File: src/hdl/ssod_pkg.sv
// ----------------------------------------------------------------------------
// ssod_pkg
// Shared types and constants for the send-on-delta sensor filter.
// ----------------------------------------------------------------------------
package ssod_pkg;

	localparam int SENSOR_COUNT = 10;
	localparam int IDX_W        = (SENSOR_COUNT > 1) ? $clog2(SENSOR_COUNT) : 1;

	localparam int SLOT_W  = 4;
	localparam int DATA_W  = 16;
	localparam int DELTA_W = 8;
	localparam int CNT_W   = 4;

	localparam logic [CNT_W-1:0]  CNT_MAX       = '1;
	localparam logic [DATA_W-1:0] THRESH_RESET  = DATA_W'(1);

	typedef enum logic {
		REQ_SAMPLE    = 1'b0,
		REQ_THRESHOLD = 1'b1
	} req_kind_t;

	typedef struct packed {
		req_kind_t          req_type;
		logic [SLOT_W-1:0]  sensor_slot;
		logic [DATA_W-1:0]  data_value;
		logic               frame_last;
	} req_t;

	typedef struct packed {
		logic               reported;
		logic [SLOT_W-1:0]  report_sensor;
		logic [DELTA_W-1:0] delta_byte;
		logic [CNT_W-1:0]   report_position;
		logic               frame_end;
		logic [CNT_W-1:0]   frame_reports;
	} rsp_t;

	// stored state as seen for the slot under evaluation
	typedef struct packed {
		logic [DATA_W-1:0] last_value;
		logic [DATA_W-1:0] threshold;
		logic              primed;
		logic [CNT_W-1:0]  frame_count;
	} slot_rd_t;

	// state writes produced by one evaluated transaction
	typedef struct packed {
		logic              thr_we;
		logic              val_we;
		logic [IDX_W-1:0]  idx;
		logic [DATA_W-1:0] value;
		logic              cnt_we;
		logic [CNT_W-1:0]  cnt_next;
		logic              prime_set;
	} state_upd_t;

endpackage

File: src/hdl/ssod_ifs.sv
// ----------------------------------------------------------------------------
// ssod_ifs
// Valid/ready channel interfaces for requests and responses.
// ----------------------------------------------------------------------------
interface ssod_req_if;
	import ssod_pkg::*;
	logic valid;
	logic ready;
	req_t data;
	modport source (output valid, output data, input ready);
	modport sink   (input valid, input data, output ready);
endinterface

interface ssod_rsp_if;
	import ssod_pkg::*;
	logic valid;
	logic ready;
	rsp_t data;
	modport source (output valid, output data, input ready);
	modport sink   (input valid, input data, output ready);
endinterface

File: src/hdl/ssod_state.sv
// ----------------------------------------------------------------------------
// ssod_state
// Per-sensor last-reported values and thresholds, prime flag, frame counter.
// ----------------------------------------------------------------------------
module ssod_state
	import ssod_pkg::*;
(
	input  logic              clk,
	input  logic              arst_n,
	input  logic [SLOT_W-1:0] rd_slot,
	input  state_upd_t        upd,
	output slot_rd_t          rd
);

	logic [DATA_W-1:0] last_values_q [SENSOR_COUNT];
	logic [DATA_W-1:0] thresholds_q  [SENSOR_COUNT];
	logic              primed_q;
	logic [CNT_W-1:0]  frame_count_q;

	logic             rd_in_range;
	logic [IDX_W-1:0] rd_idx;

	assign rd_in_range = (32'(rd_slot) < SENSOR_COUNT);
	assign rd_idx      = IDX_W'(rd_slot);

	always_comb begin
		rd.last_value  = rd_in_range ? last_values_q[rd_idx] : '0;
		rd.threshold   = rd_in_range ? thresholds_q[rd_idx]  : '0;
		rd.primed      = primed_q;
		rd.frame_count = frame_count_q;
	end

	always_ff @(posedge clk or negedge arst_n) begin
		if (!arst_n) begin
			for (int i = 0; i < SENSOR_COUNT; i++) begin
				last_values_q[i] <= '0;
				thresholds_q[i]  <= THRESH_RESET;
			end
			primed_q      <= 1'b0;
			frame_count_q <= '0;
		end else begin
			if (upd.val_we) begin
				last_values_q[upd.idx] <= upd.value;
			end
			if (upd.thr_we) begin
				thresholds_q[upd.idx] <= upd.value;
			end
			if (upd.prime_set) begin
				primed_q <= 1'b1;
			end
			if (upd.cnt_we) begin
				frame_count_q <= upd.cnt_next;
			end
		end
	end

endmodule

File: src/hdl/ssod_eval.sv
// ----------------------------------------------------------------------------
// ssod_eval
// Deadband compare for one transaction: response fields and state writes.
// ----------------------------------------------------------------------------
module ssod_eval
	import ssod_pkg::*;
(
	input  logic       fire,
	input  req_t       item,
	input  slot_rd_t   rd,
	output rsp_t       rsp,
	output state_upd_t upd
);

	logic              in_range;
	logic              is_sample;
	logic [DATA_W-1:0] base_value;
	logic [DATA_W-1:0] delta;
	logic              hit;
	logic [CNT_W-1:0]  count_sat;
	logic [CNT_W-1:0]  total;

	assign in_range  = (32'(item.sensor_slot) < SENSOR_COUNT);
	assign is_sample = (item.req_type == REQ_SAMPLE);

	// before the first frame closes, the stored value is overwritten first
	assign base_value = rd.primed ? rd.last_value : item.data_value;
	assign delta      = (base_value >= item.data_value) ? (base_value - item.data_value)
	                                                    : (item.data_value - base_value);
	assign hit        = in_range && (delta >= rd.threshold);

	assign count_sat = (rd.frame_count == CNT_MAX) ? CNT_MAX : rd.frame_count + CNT_W'(1);
	assign total     = hit ? count_sat : rd.frame_count;

	always_comb begin
		rsp.reported        = hit;
		rsp.report_sensor   = item.sensor_slot;
		rsp.delta_byte      = in_range ? delta[DELTA_W-1:0] : '0;
		rsp.report_position = hit ? rd.frame_count : '0;
		rsp.frame_end       = item.frame_last;
		rsp.frame_reports   = total;

		upd.thr_we    = fire && !is_sample && in_range;
		upd.val_we    = fire && is_sample && in_range && (hit || !rd.primed);
		upd.idx       = IDX_W'(item.sensor_slot);
		upd.value     = item.data_value;
		upd.cnt_we    = fire && is_sample;
		upd.cnt_next  = item.frame_last ? '0 : total;
		upd.prime_set = fire && is_sample && item.frame_last;
	end

endmodule

File: src/hdl/sensor_send_on_delta_filter_core.sv
// ----------------------------------------------------------------------------
// sensor_send_on_delta_filter_core
// Send-on-delta change reporter with per-sensor thresholds.
// ----------------------------------------------------------------------------
//  channel  dir  payload  transaction
//  req      in   req_t    one sample or one threshold write
//  rsp      out  rsp_t    one result per sample, none per threshold write
//
//  A request passes through the input register, then the result register, to rsp.
//  Throughput is one transaction per cycle while rsp is not stalled, with state
//  read and written in the same cycle the registered request is evaluated.
//  Reset clears both valid flags, stored values to zero, thresholds to one.
//  A stalled rsp holds samples in the input register; threshold writes still pass.
// ----------------------------------------------------------------------------
module sensor_send_on_delta_filter_core
	import ssod_pkg::*;
(
	input  logic       clk,
	input  logic       arst_n,
	ssod_req_if.sink   req,
	ssod_rsp_if.source rsp
);

	req_t       item_s1;
	logic       valid_s1;
	rsp_t       rsp_q;
	logic       rsp_valid_q;
	logic       is_thr;
	logic       advance;
	logic       emit;
	slot_rd_t   rd;
	rsp_t       rsp_next;
	state_upd_t upd;

	assign is_thr  = (item_s1.req_type == REQ_THRESHOLD);
	assign advance = valid_s1 && (is_thr || !rsp_valid_q || rsp.ready);
	assign emit    = advance && !is_thr;

	assign req.ready = !valid_s1 || advance;
	assign rsp.valid = rsp_valid_q;
	assign rsp.data  = rsp_q;

	ssod_state u_state (
		.clk     (clk),
		.arst_n  (arst_n),
		.rd_slot (item_s1.sensor_slot),
		.upd     (upd),
		.rd      (rd)
	);

	ssod_eval u_eval (
		.fire (advance),
		.item (item_s1),
		.rd   (rd),
		.rsp  (rsp_next),
		.upd  (upd)
	);

	always_ff @(posedge clk or negedge arst_n) begin
		if (!arst_n) begin
			valid_s1    <= 1'b0;
			rsp_valid_q <= 1'b0;
		end else begin
			if (req.ready) begin
				valid_s1 <= req.valid;
			end
			if (emit) begin
				rsp_valid_q <= 1'b1;
			end else if (rsp.ready) begin
				rsp_valid_q <= 1'b0;
			end
		end
	end

	always_ff @(posedge clk) begin
		if (req.valid && req.ready) begin
			item_s1 <= req.data;
		end
		if (emit) begin
			rsp_q <= rsp_next;
		end
	end

endmodule

File: src/flat_wrapper.sv
// flat-port wrapper written by rule: the top's interface ports become plain ports
module sensor_send_on_delta_filter_core_flat import ssod_pkg::*;
  (clk, arst_n, req_valid, req_data, req_ready, rsp_valid, rsp_data, rsp_ready);
  ssod_req_if req_i ();
  ssod_rsp_if rsp_i ();
  input  logic clk;
  input  logic arst_n;
  input wire logic [$bits(req_i.valid)-1:0] req_valid;
  input wire logic [$bits(req_i.data)-1:0] req_data;
  output wire logic [$bits(req_i.ready)-1:0] req_ready;
  output wire logic [$bits(rsp_i.valid)-1:0] rsp_valid;
  output wire logic [$bits(rsp_i.data)-1:0] rsp_data;
  input wire logic [$bits(rsp_i.ready)-1:0] rsp_ready;
  assign req_i.valid = req_valid;
  assign req_i.data = req_data;
  assign req_ready = req_i.ready;
  assign rsp_valid = rsp_i.valid;
  assign rsp_data = rsp_i.data;
  assign rsp_i.ready = rsp_ready;
  sensor_send_on_delta_filter_core u_core (.clk(clk), .arst_n(arst_n), .req(req_i), .rsp(rsp_i));
endmodule
File: config.mk
export PLATFORM = sky130hd
export DESIGN_NAME = sensor_send_on_delta_filter_core_flat
export DESIGN_NICKNAME = d
export VERILOG_FILES = /design/src/hdl/ssod_pkg.sv /design/src/hdl/ssod_ifs.sv /design/src/hdl/ssod_state.sv /design/src/hdl/ssod_eval.sv /design/src/hdl/sensor_send_on_delta_filter_core.sv /design/src/flat_wrapper.sv
export SDC_FILE = /design/constraint.sdc
export NUM_CORES = 1
export LEC_CHECK = 0
export BUFFER_PORTS_ARGS = -buffer_cell sky130_fd_sc_hd__buf_2
export CELL_PAD_IN_SITES_DETAIL_PLACEMENT = 1
export CELL_PAD_IN_SITES_GLOBAL_PLACEMENT = 2
export CORE_UTILIZATION = 45
export CTS_CLUSTER_SIZE = 24
export DETAILED_ROUTE_END_ITERATION = 16
export HOLD_SLACK_MARGIN = 0.05
export PLACE_DENSITY = 0.85
export SYNTH_ARGS = -nofsm -noshare
export SYNTH_HDL_FRONTEND = slang
export SYNTH_HIERARCHICAL = 1
export SYNTH_SLANG_ARGS = --single-unit
File: constraint.sdc
create_clock -name clk -period 6.93 [get_ports clk]
set_clock_uncertainty 0.1 [all_clocks]
set_input_delay 0.3465 -clock clk [delete_from_list [all_inputs] [get_ports clk]]
set_output_delay 0.3465 -clock clk [all_outputs]
set_load 0.01 [all_outputs]
* Yosys cells after proc, flatten, opt, wreduce, memory -nomap -nowiden
Cells that the tools add are included.
** Word-level totals
- Flip-flop bits (word level) :: 371
- Latch bits :: 0
- Logic and storage cells :: 84
- Bits in writable memories :: 0
- Input bits :: 26
- Memories kept :: 0
- Output and inout bits :: 24
- Memory bits (read-only) :: 0
** Operators by class
- Add/sub/neg operators :: 3
- Reduce and logical (&&, ||, !) cells :: 20
- Bitwise gates (word level) :: 2
- Divide/modulo/power cells :: 0
- Equal/unequal tests :: 1
- $mul :: 0
- Shifts and indexed selects :: 0
- Muxes and demuxes :: 19
- Order comparisons :: 5
** Operator list (number)
- $bwmux W160 :: 2
- $mux W16 :: 9
- $bmux W16 S4 :: 2
- $demux W16 S4 :: 1
- $ge A16 B16 Y1 :: 2
- $sub A16 B16 Y16 :: 2
- $mux W4 :: 3
- $logic_and A1 B1 Y1 :: 11
- $ge A5 B5 Y1 const B :: 1
- $lt A5 B1 Y1 const B :: 1
- $not A4 Y5 :: 1
- $add A4 B1 Y4 const B :: 1
- $eq A4 B4 Y1 const B :: 1
- $logic_not A1 Y1 :: 4
- $logic_or A1 B1 Y1 :: 4
- $lt A4 B4 Y1 const B :: 1
- $mux W1 :: 2
- $reduce_bool A2 Y1 :: 1
- $not A1 Y1 :: 1

* Longest topological paths before layout
- Word-level depth :: 12
- Mapped depth :: 31
- Depth with buffers taken out :: 26

* Hierarchy
Netlist, hierarchy kept.
** Modules (own cells, without submodules)
- ssod_state :: cells an instance 1052, sequential area each 8145.3 sq um, instances 1, area each 14898.0 sq um
- ssod_eval :: cells an instance 373, sequential area each 0.0 sq um, instances 1, area each 2647.5 sq um
- sensor_send_on_delta_filter_core :: cells an instance 55, sequential area each 1371.3 sq um, instances 1, area each 1430.1 sq um

* Worst setup path before layout
OpenSTA, ideal clock, no wires.
- Path type :: reg2reg
- Start point :: register u_core/item_s1[18] (netlist name)
- End point :: register u_core/u_state/last_values_q[10] (netlist name)
- Setup slack :: 1.180 ns
- Setup time :: 0.125 ns
- Arrival time :: 5.526 ns
- Cell stages (with the launch flop) :: 29
- Path buffers :: 6
- Period minus slack after synthesis :: 5.750 ns
- Required time :: 6.705 ns
- Cell sequence :: edfxtp_1 -> clkbuf_1 -> buf_1 -> mux4_2 -> o21ai_0 -> o21ai_0 -> nand2_1 -> o21a_1 -> inv_1 -> ha_1 -> buf_6 -> a21oi_2 -> o21a_1 -> and2_4 -> a31oi_4 -> buf_12 -> buf_12 -> mux2i_1 -> xnor2_1 -> ha_1 -> nand2_1 -> o21ai_1 -> a41oi_1 -> o31a_1 -> a21oi_1 -> nand3b_1 -> nor2_2 -> buf_4 -> mux2_2
** RTL lines
- start: declaration :: RTL line sensor_send_on_delta_filter_core.sv:24 : req_t item_s1;
- start signal: assignment :: RTL line sensor_send_on_delta_filter_core.sv:77 : item_s1 <= req.data;
- end signal: indexed assignment :: RTL line ssod_state.sv:43 : last_values_q[upd.idx] <= upd.value;
- end: declaration :: RTL line ssod_state.sv:15 : logic [DATA_W-1:0] last_values_q [SENSOR_COUNT];

==> results.toml <==
[worst_setup_path]
cp-end-kind = "flop"
setup.worst_path.class = "reg2reg"
cp_max_fo = 16
worst-endpoint-required_ns = 7.27
timing.critical_path.arrival_ns = 6.90
timing.reg2reg.setup_slack_ns = 0.37
r2r_start = "u_core/item_s1[18]$_DFFE_PP_"
end_of_the_worst_register_to_register_path = "u_core/u_state/last_values_q[33]$_DFFE_PN0P_"
ff2ff_path_depth = 27
setup.worst_path.start_class = "flop"

[die]
design.core.area_um2 = 41200
floorplan.rows = 74
initial_core_util = 0.461
die_x_um = 207
die-area_um2 = 43000
die_h_um = 207
top_level_port_count = 50

[logic_synthesis]
synthTopCellsByArea = "sky130_fd_sc_hd__dfrtp_1 42%, sky130_fd_sc_hd__mux2_2 19%, sky130_fd_sc_hd__mux2i_1 7.8%"
synthCells = 1480
synth.ff_latch_count = 371
synth_fp_nets = 1556
synth-async-reset-ratio = 0.881
synthesis.area_per_instance_um2 = 12.8
synth_edf_count = 44
yosys_warnings = 6
synth_largest_type_area_fraction = 0.418
synth_cell_types = 66
synth_area_leader_cell = "sky130_fd_sc_hd__dfrtp_1"
synth_seq_area_share = 0.502
syn_area_um2 = 19000
synth_top_flop_cell = "sky130_fd_sc_hd__dfrtp_1"

[min_path]
class_of_the_tightest_hold_or_removal_check = "in2async"

[clock_tree]
clk_root_buffer_cell = "sky130_fd_sc_hd__clkbuf_16"
cts-buffers-inserted = 41
clk_pin_slew_worst_paths_ns = 0.06
cts_htree_levels = 2
tritoncts = "yes"
cts_sinks = 371
clk-insertion-delay-late_ns = 0.57
cts_max_path_buffers = 3

[grt]
grt_start_max_net_pins = 167
grt_use_total = 0.245
grt_pass1_wl_um = 80600
initial_antenna_violation_count = 0
first_global_vias = 13400
grt-ovfl-total = 0

[power_and_ir_drop]
vdd_drop_max_uv = 154
p_leak_nw = 10.1
p_per_area_nw_per_um2 = 312

[final_layout]
drive_above_1_share = 0.368
seqCellArea_um2 = 9520
final_nets = 1626
fin_util = 0.523
multi_input_area_um2 = 8520
area_growth_syn_to_layout_pct = 13.6
final_cells = 2116
fillerInstances = 4140

[outcome]
status = "finished, final reports clean"

[place]
globalplace.congestion = 0.840
placement.setup.worst_slack_ns = 0.0408
dp.final_hpwl_um = 33900
place_inst = 2007
port-buffer-count = 49

[timing]
timing.final.hold_violations = 0
final-setup-viol-count = 0
fin_crit_sh = 0.947
tightest_slew_ns = 1.29
drv_slew = 0
slew_headroom = 0.140
max_freq_mhz = 152
final_period_minus_worst_setup_slack_ns = 6.56
final_critical_path_setup_slack_ns = 0.369

[routing]
routed_wire_length_per_instance_um = 24.6
detailroute.via_count = 12300
initialDrtViolationCount = 681
routed_wire_length_um = 52000
ant_nets = 0
drt_drc_violations_left = 0
firstDrtPassIters = 5
drt-vias-per-instance = 5.79

[job]
maxCapViolations = 0
==> Yosys cell counts, types with 4 or more instances <==
cell type,instances
sky130_fd_sc_hd__and3_1,7
sky130_fd_sc_hd__buf_6,6
sky130_fd_sc_hd__nor3_1,6
sky130_fd_sc_hd__xor2_1,7
sky130_fd_sc_hd__nand3_1,6
sky130_fd_sc_hd__a21oi_1,29
sky130_fd_sc_hd__dfstp_2,10
sky130_fd_sc_hd__buf_4,47
sky130_fd_sc_hd__o22ai_1,47
sky130_fd_sc_hd__inv_1,50
sky130_fd_sc_hd__edfxtp_1,44
sky130_fd_sc_hd__nand2_1,41
sky130_fd_sc_hd__nand2_2,6
sky130_fd_sc_hd__a211oi_1,4
sky130_fd_sc_hd__a221oi_1,12
sky130_fd_sc_hd__nor2b_1,14
sky130_fd_sc_hd__nand4_1,8
sky130_fd_sc_hd__and2_1,11
sky130_fd_sc_hd__nand2b_1,13
sky130_fd_sc_hd__ha_1,48
sky130_fd_sc_hd__nor2_1,27
sky130_fd_sc_hd__dfrtp_1,317
sky130_fd_sc_hd__xnor2_1,7
sky130_fd_sc_hd__a31oi_1,4
sky130_fd_sc_hd__mux4_2,11
sky130_fd_sc_hd__a22oi_1,16
sky130_fd_sc_hd__clkbuf_1,50
sky130_fd_sc_hd__nor2_2,10
sky130_fd_sc_hd__mux2_2,325
sky130_fd_sc_hd__a21o_1,9
sky130_fd_sc_hd__mux2i_1,147
sky130_fd_sc_hd__o21ai_0,38
sky130_fd_sc_hd__buf_2,25
sky130_fd_sc_hd__o21a_1,24
==> power breakdown <==
group | switching [W] | internal (W)
Combinational | 0.000830 | 0.000799
Clock | 0.000890 | 0.00128
Sequential | 0.000250 | 0.00267
Total | 0.00197 | 0.00476
==> through the flow <==
step / power, W / TNS (ns) / hold slack [ns] / instance area (µm²)
finish: 0.00673 / 0 / 0.250 / 21600
global placement: 0.00444 / 0 / 0.286 / 19800
CTS: 0.00677 / 0 / 0.272 / 21400
detailed placement: 0.00455 / 0 / 0.294 / 19800
global route: 0.00705 / -0.00316 / 0.308 / 21600
floorplan: 0.00401 / 0 / -0.0491 / 19000
==> registers in the layout, summed over array words and instances, names as in the netlist <==
register	flops
u_core/u_state/frame_count_q	4
u_core/valid_s1	1
u_core/u_state/thresholds_q	160
u_core/item_s1	21
u_core/rsp.valid	1
u_core/rsp.data	22
u_core/u_state/primed_q	1
u_core/u_state/last_values_q	160
u_core/is_thr	1
==> final cells by class <==
| type | instances | share of cell area |
|---|---|---|
| clock buffer | 62 | 0.0559 |
| multi-input combinational | 926 | 0.395 |
| inverter | 50 | 0.00871 |
| antenna | 1 | 0.000116 |
| tap | 532 | 0.0309 |
| sequential | 371 | 0.441 |
| timing repair buffer | 160 | 0.0609 |
| clock inverter | 14 | 0.00685 |
==> how the worst max path moves through the flow <==
| stage | start | to |
|---|---|---|
| 2_1_floorplan | u_core/item_s1[18]$_DFFE_PP_ | u_core/u_state/last_values_q[10]$_DFFE_PN0P_ |
| 3_3_place_gp | u_core/item_s1[17]$_DFFE_PP_ | u_core/u_state/last_values_q[78]$_DFFE_PN0P_ |
| 3_5_place_dp | u_core/item_s1[17]$_DFFE_PP_ | u_core/u_state/last_values_q[45]$_DFFE_PN0P_ |
| 4_1_cts | u_core/item_s1[17]$_DFFE_PP_ | u_core/u_state/last_values_q[148]$_DFFE_PN0P_ |
| 5_1_grt | u_core/item_s1[17]$_DFFE_PP_ | u_core/u_state/last_values_q[37]$_DFFE_PN0P_ |
| 6_report | u_core/item_s1[18]$_DFFE_PP_ | u_core/u_state/last_values_q[33]$_DFFE_PN0P_ |
==> critical path, cell delays in order (launching register included) <==
cell and delay (ns):
sky130_fd_sc_hd__edfxtp_1 0.55, sky130_fd_sc_hd__nor2b_1 0.48, sky130_fd_sc_hd__buf_4 0.23, sky130_fd_sc_hd__a22oi_1 0.10
sky130_fd_sc_hd__nand2_1 0.14, sky130_fd_sc_hd__o22ai_1 0.08, sky130_fd_sc_hd__buf_4 0.14, sky130_fd_sc_hd__nand2_1 0.07
sky130_fd_sc_hd__o21a_1 0.16, sky130_fd_sc_hd__inv_1 0.06, sky130_fd_sc_hd__ha_1 0.30, sky130_fd_sc_hd__nor2b_1 0.15
sky130_fd_sc_hd__o31ai_1 0.28, sky130_fd_sc_hd__buf_4 0.17, sky130_fd_sc_hd__a21oi_1 0.10, sky130_fd_sc_hd__a221o_1 0.38
sky130_fd_sc_hd__a2111oi_2 0.34, sky130_fd_sc_hd__a21oi_1 0.10, sky130_fd_sc_hd__xor2_1 0.18, sky130_fd_sc_hd__buf_4 0.15
sky130_fd_sc_hd__ha_1 0.30, sky130_fd_sc_hd__nand4_1 0.11, sky130_fd_sc_hd__o31a_1 0.31, sky130_fd_sc_hd__a21oi_1 0.17
sky130_fd_sc_hd__buf_4 0.16, sky130_fd_sc_hd__nand3_1 0.19, sky130_fd_sc_hd__nor2_4 0.52, sky130_fd_sc_hd__mux2_2 0.41
==> placed cells by master (no fill, tap or decap), types with 29 or more instances in the layout <==
cell                        synthesis  final
sky130_fd_sc_hd__inv_1             50     50
sky130_fd_sc_hd__o21ai_0           38     38
sky130_fd_sc_hd__buf_4             47     73
sky130_fd_sc_hd__mux2i_1          147    147
sky130_fd_sc_hd__buf_2             25     48
sky130_fd_sc_hd__mux2_2           325    325
sky130_fd_sc_hd__nand2_1           41     41
sky130_fd_sc_hd__clkbuf_16          0     41
sky130_fd_sc_hd__a21oi_1           29     29
sky130_fd_sc_hd__ha_1              48     48
sky130_fd_sc_hd__dfrtp_1          317    317
sky130_fd_sc_hd__edfxtp_1          44     44
sky130_fd_sc_hd__o22ai_1           47     47
==> metal layers <==
metal / track usage / wire (µm)
met1: 0.317 / 22400
met2: 0.421 / 26100
met3: 0.0363 / 2030
met4: 0.0790 / 1430
met5: 0 / 0
==> repair_timing <==
action,CTS,global route
endpoints found under the setup margin,48,160
setup buffers,0,7
gates resized for setup,4,1
hold endpoints to repair,109,0
hold buffers,25,0
pin swaps,0,6
==> logic make-up after synthesis <==
group | synth area share
AO/OA/AOI/OAI | 0.0740
adder cells (fa/ha/maj) | 0.0338
XOR/XNOR | 0.00646
multiplexers | 0.284
flip-flops | 0.502
AND/OR/NAND/NOR | 0.0489
buffers and inverters | 0.0512
No activity file was read; power rests on OpenSTA's default activity.
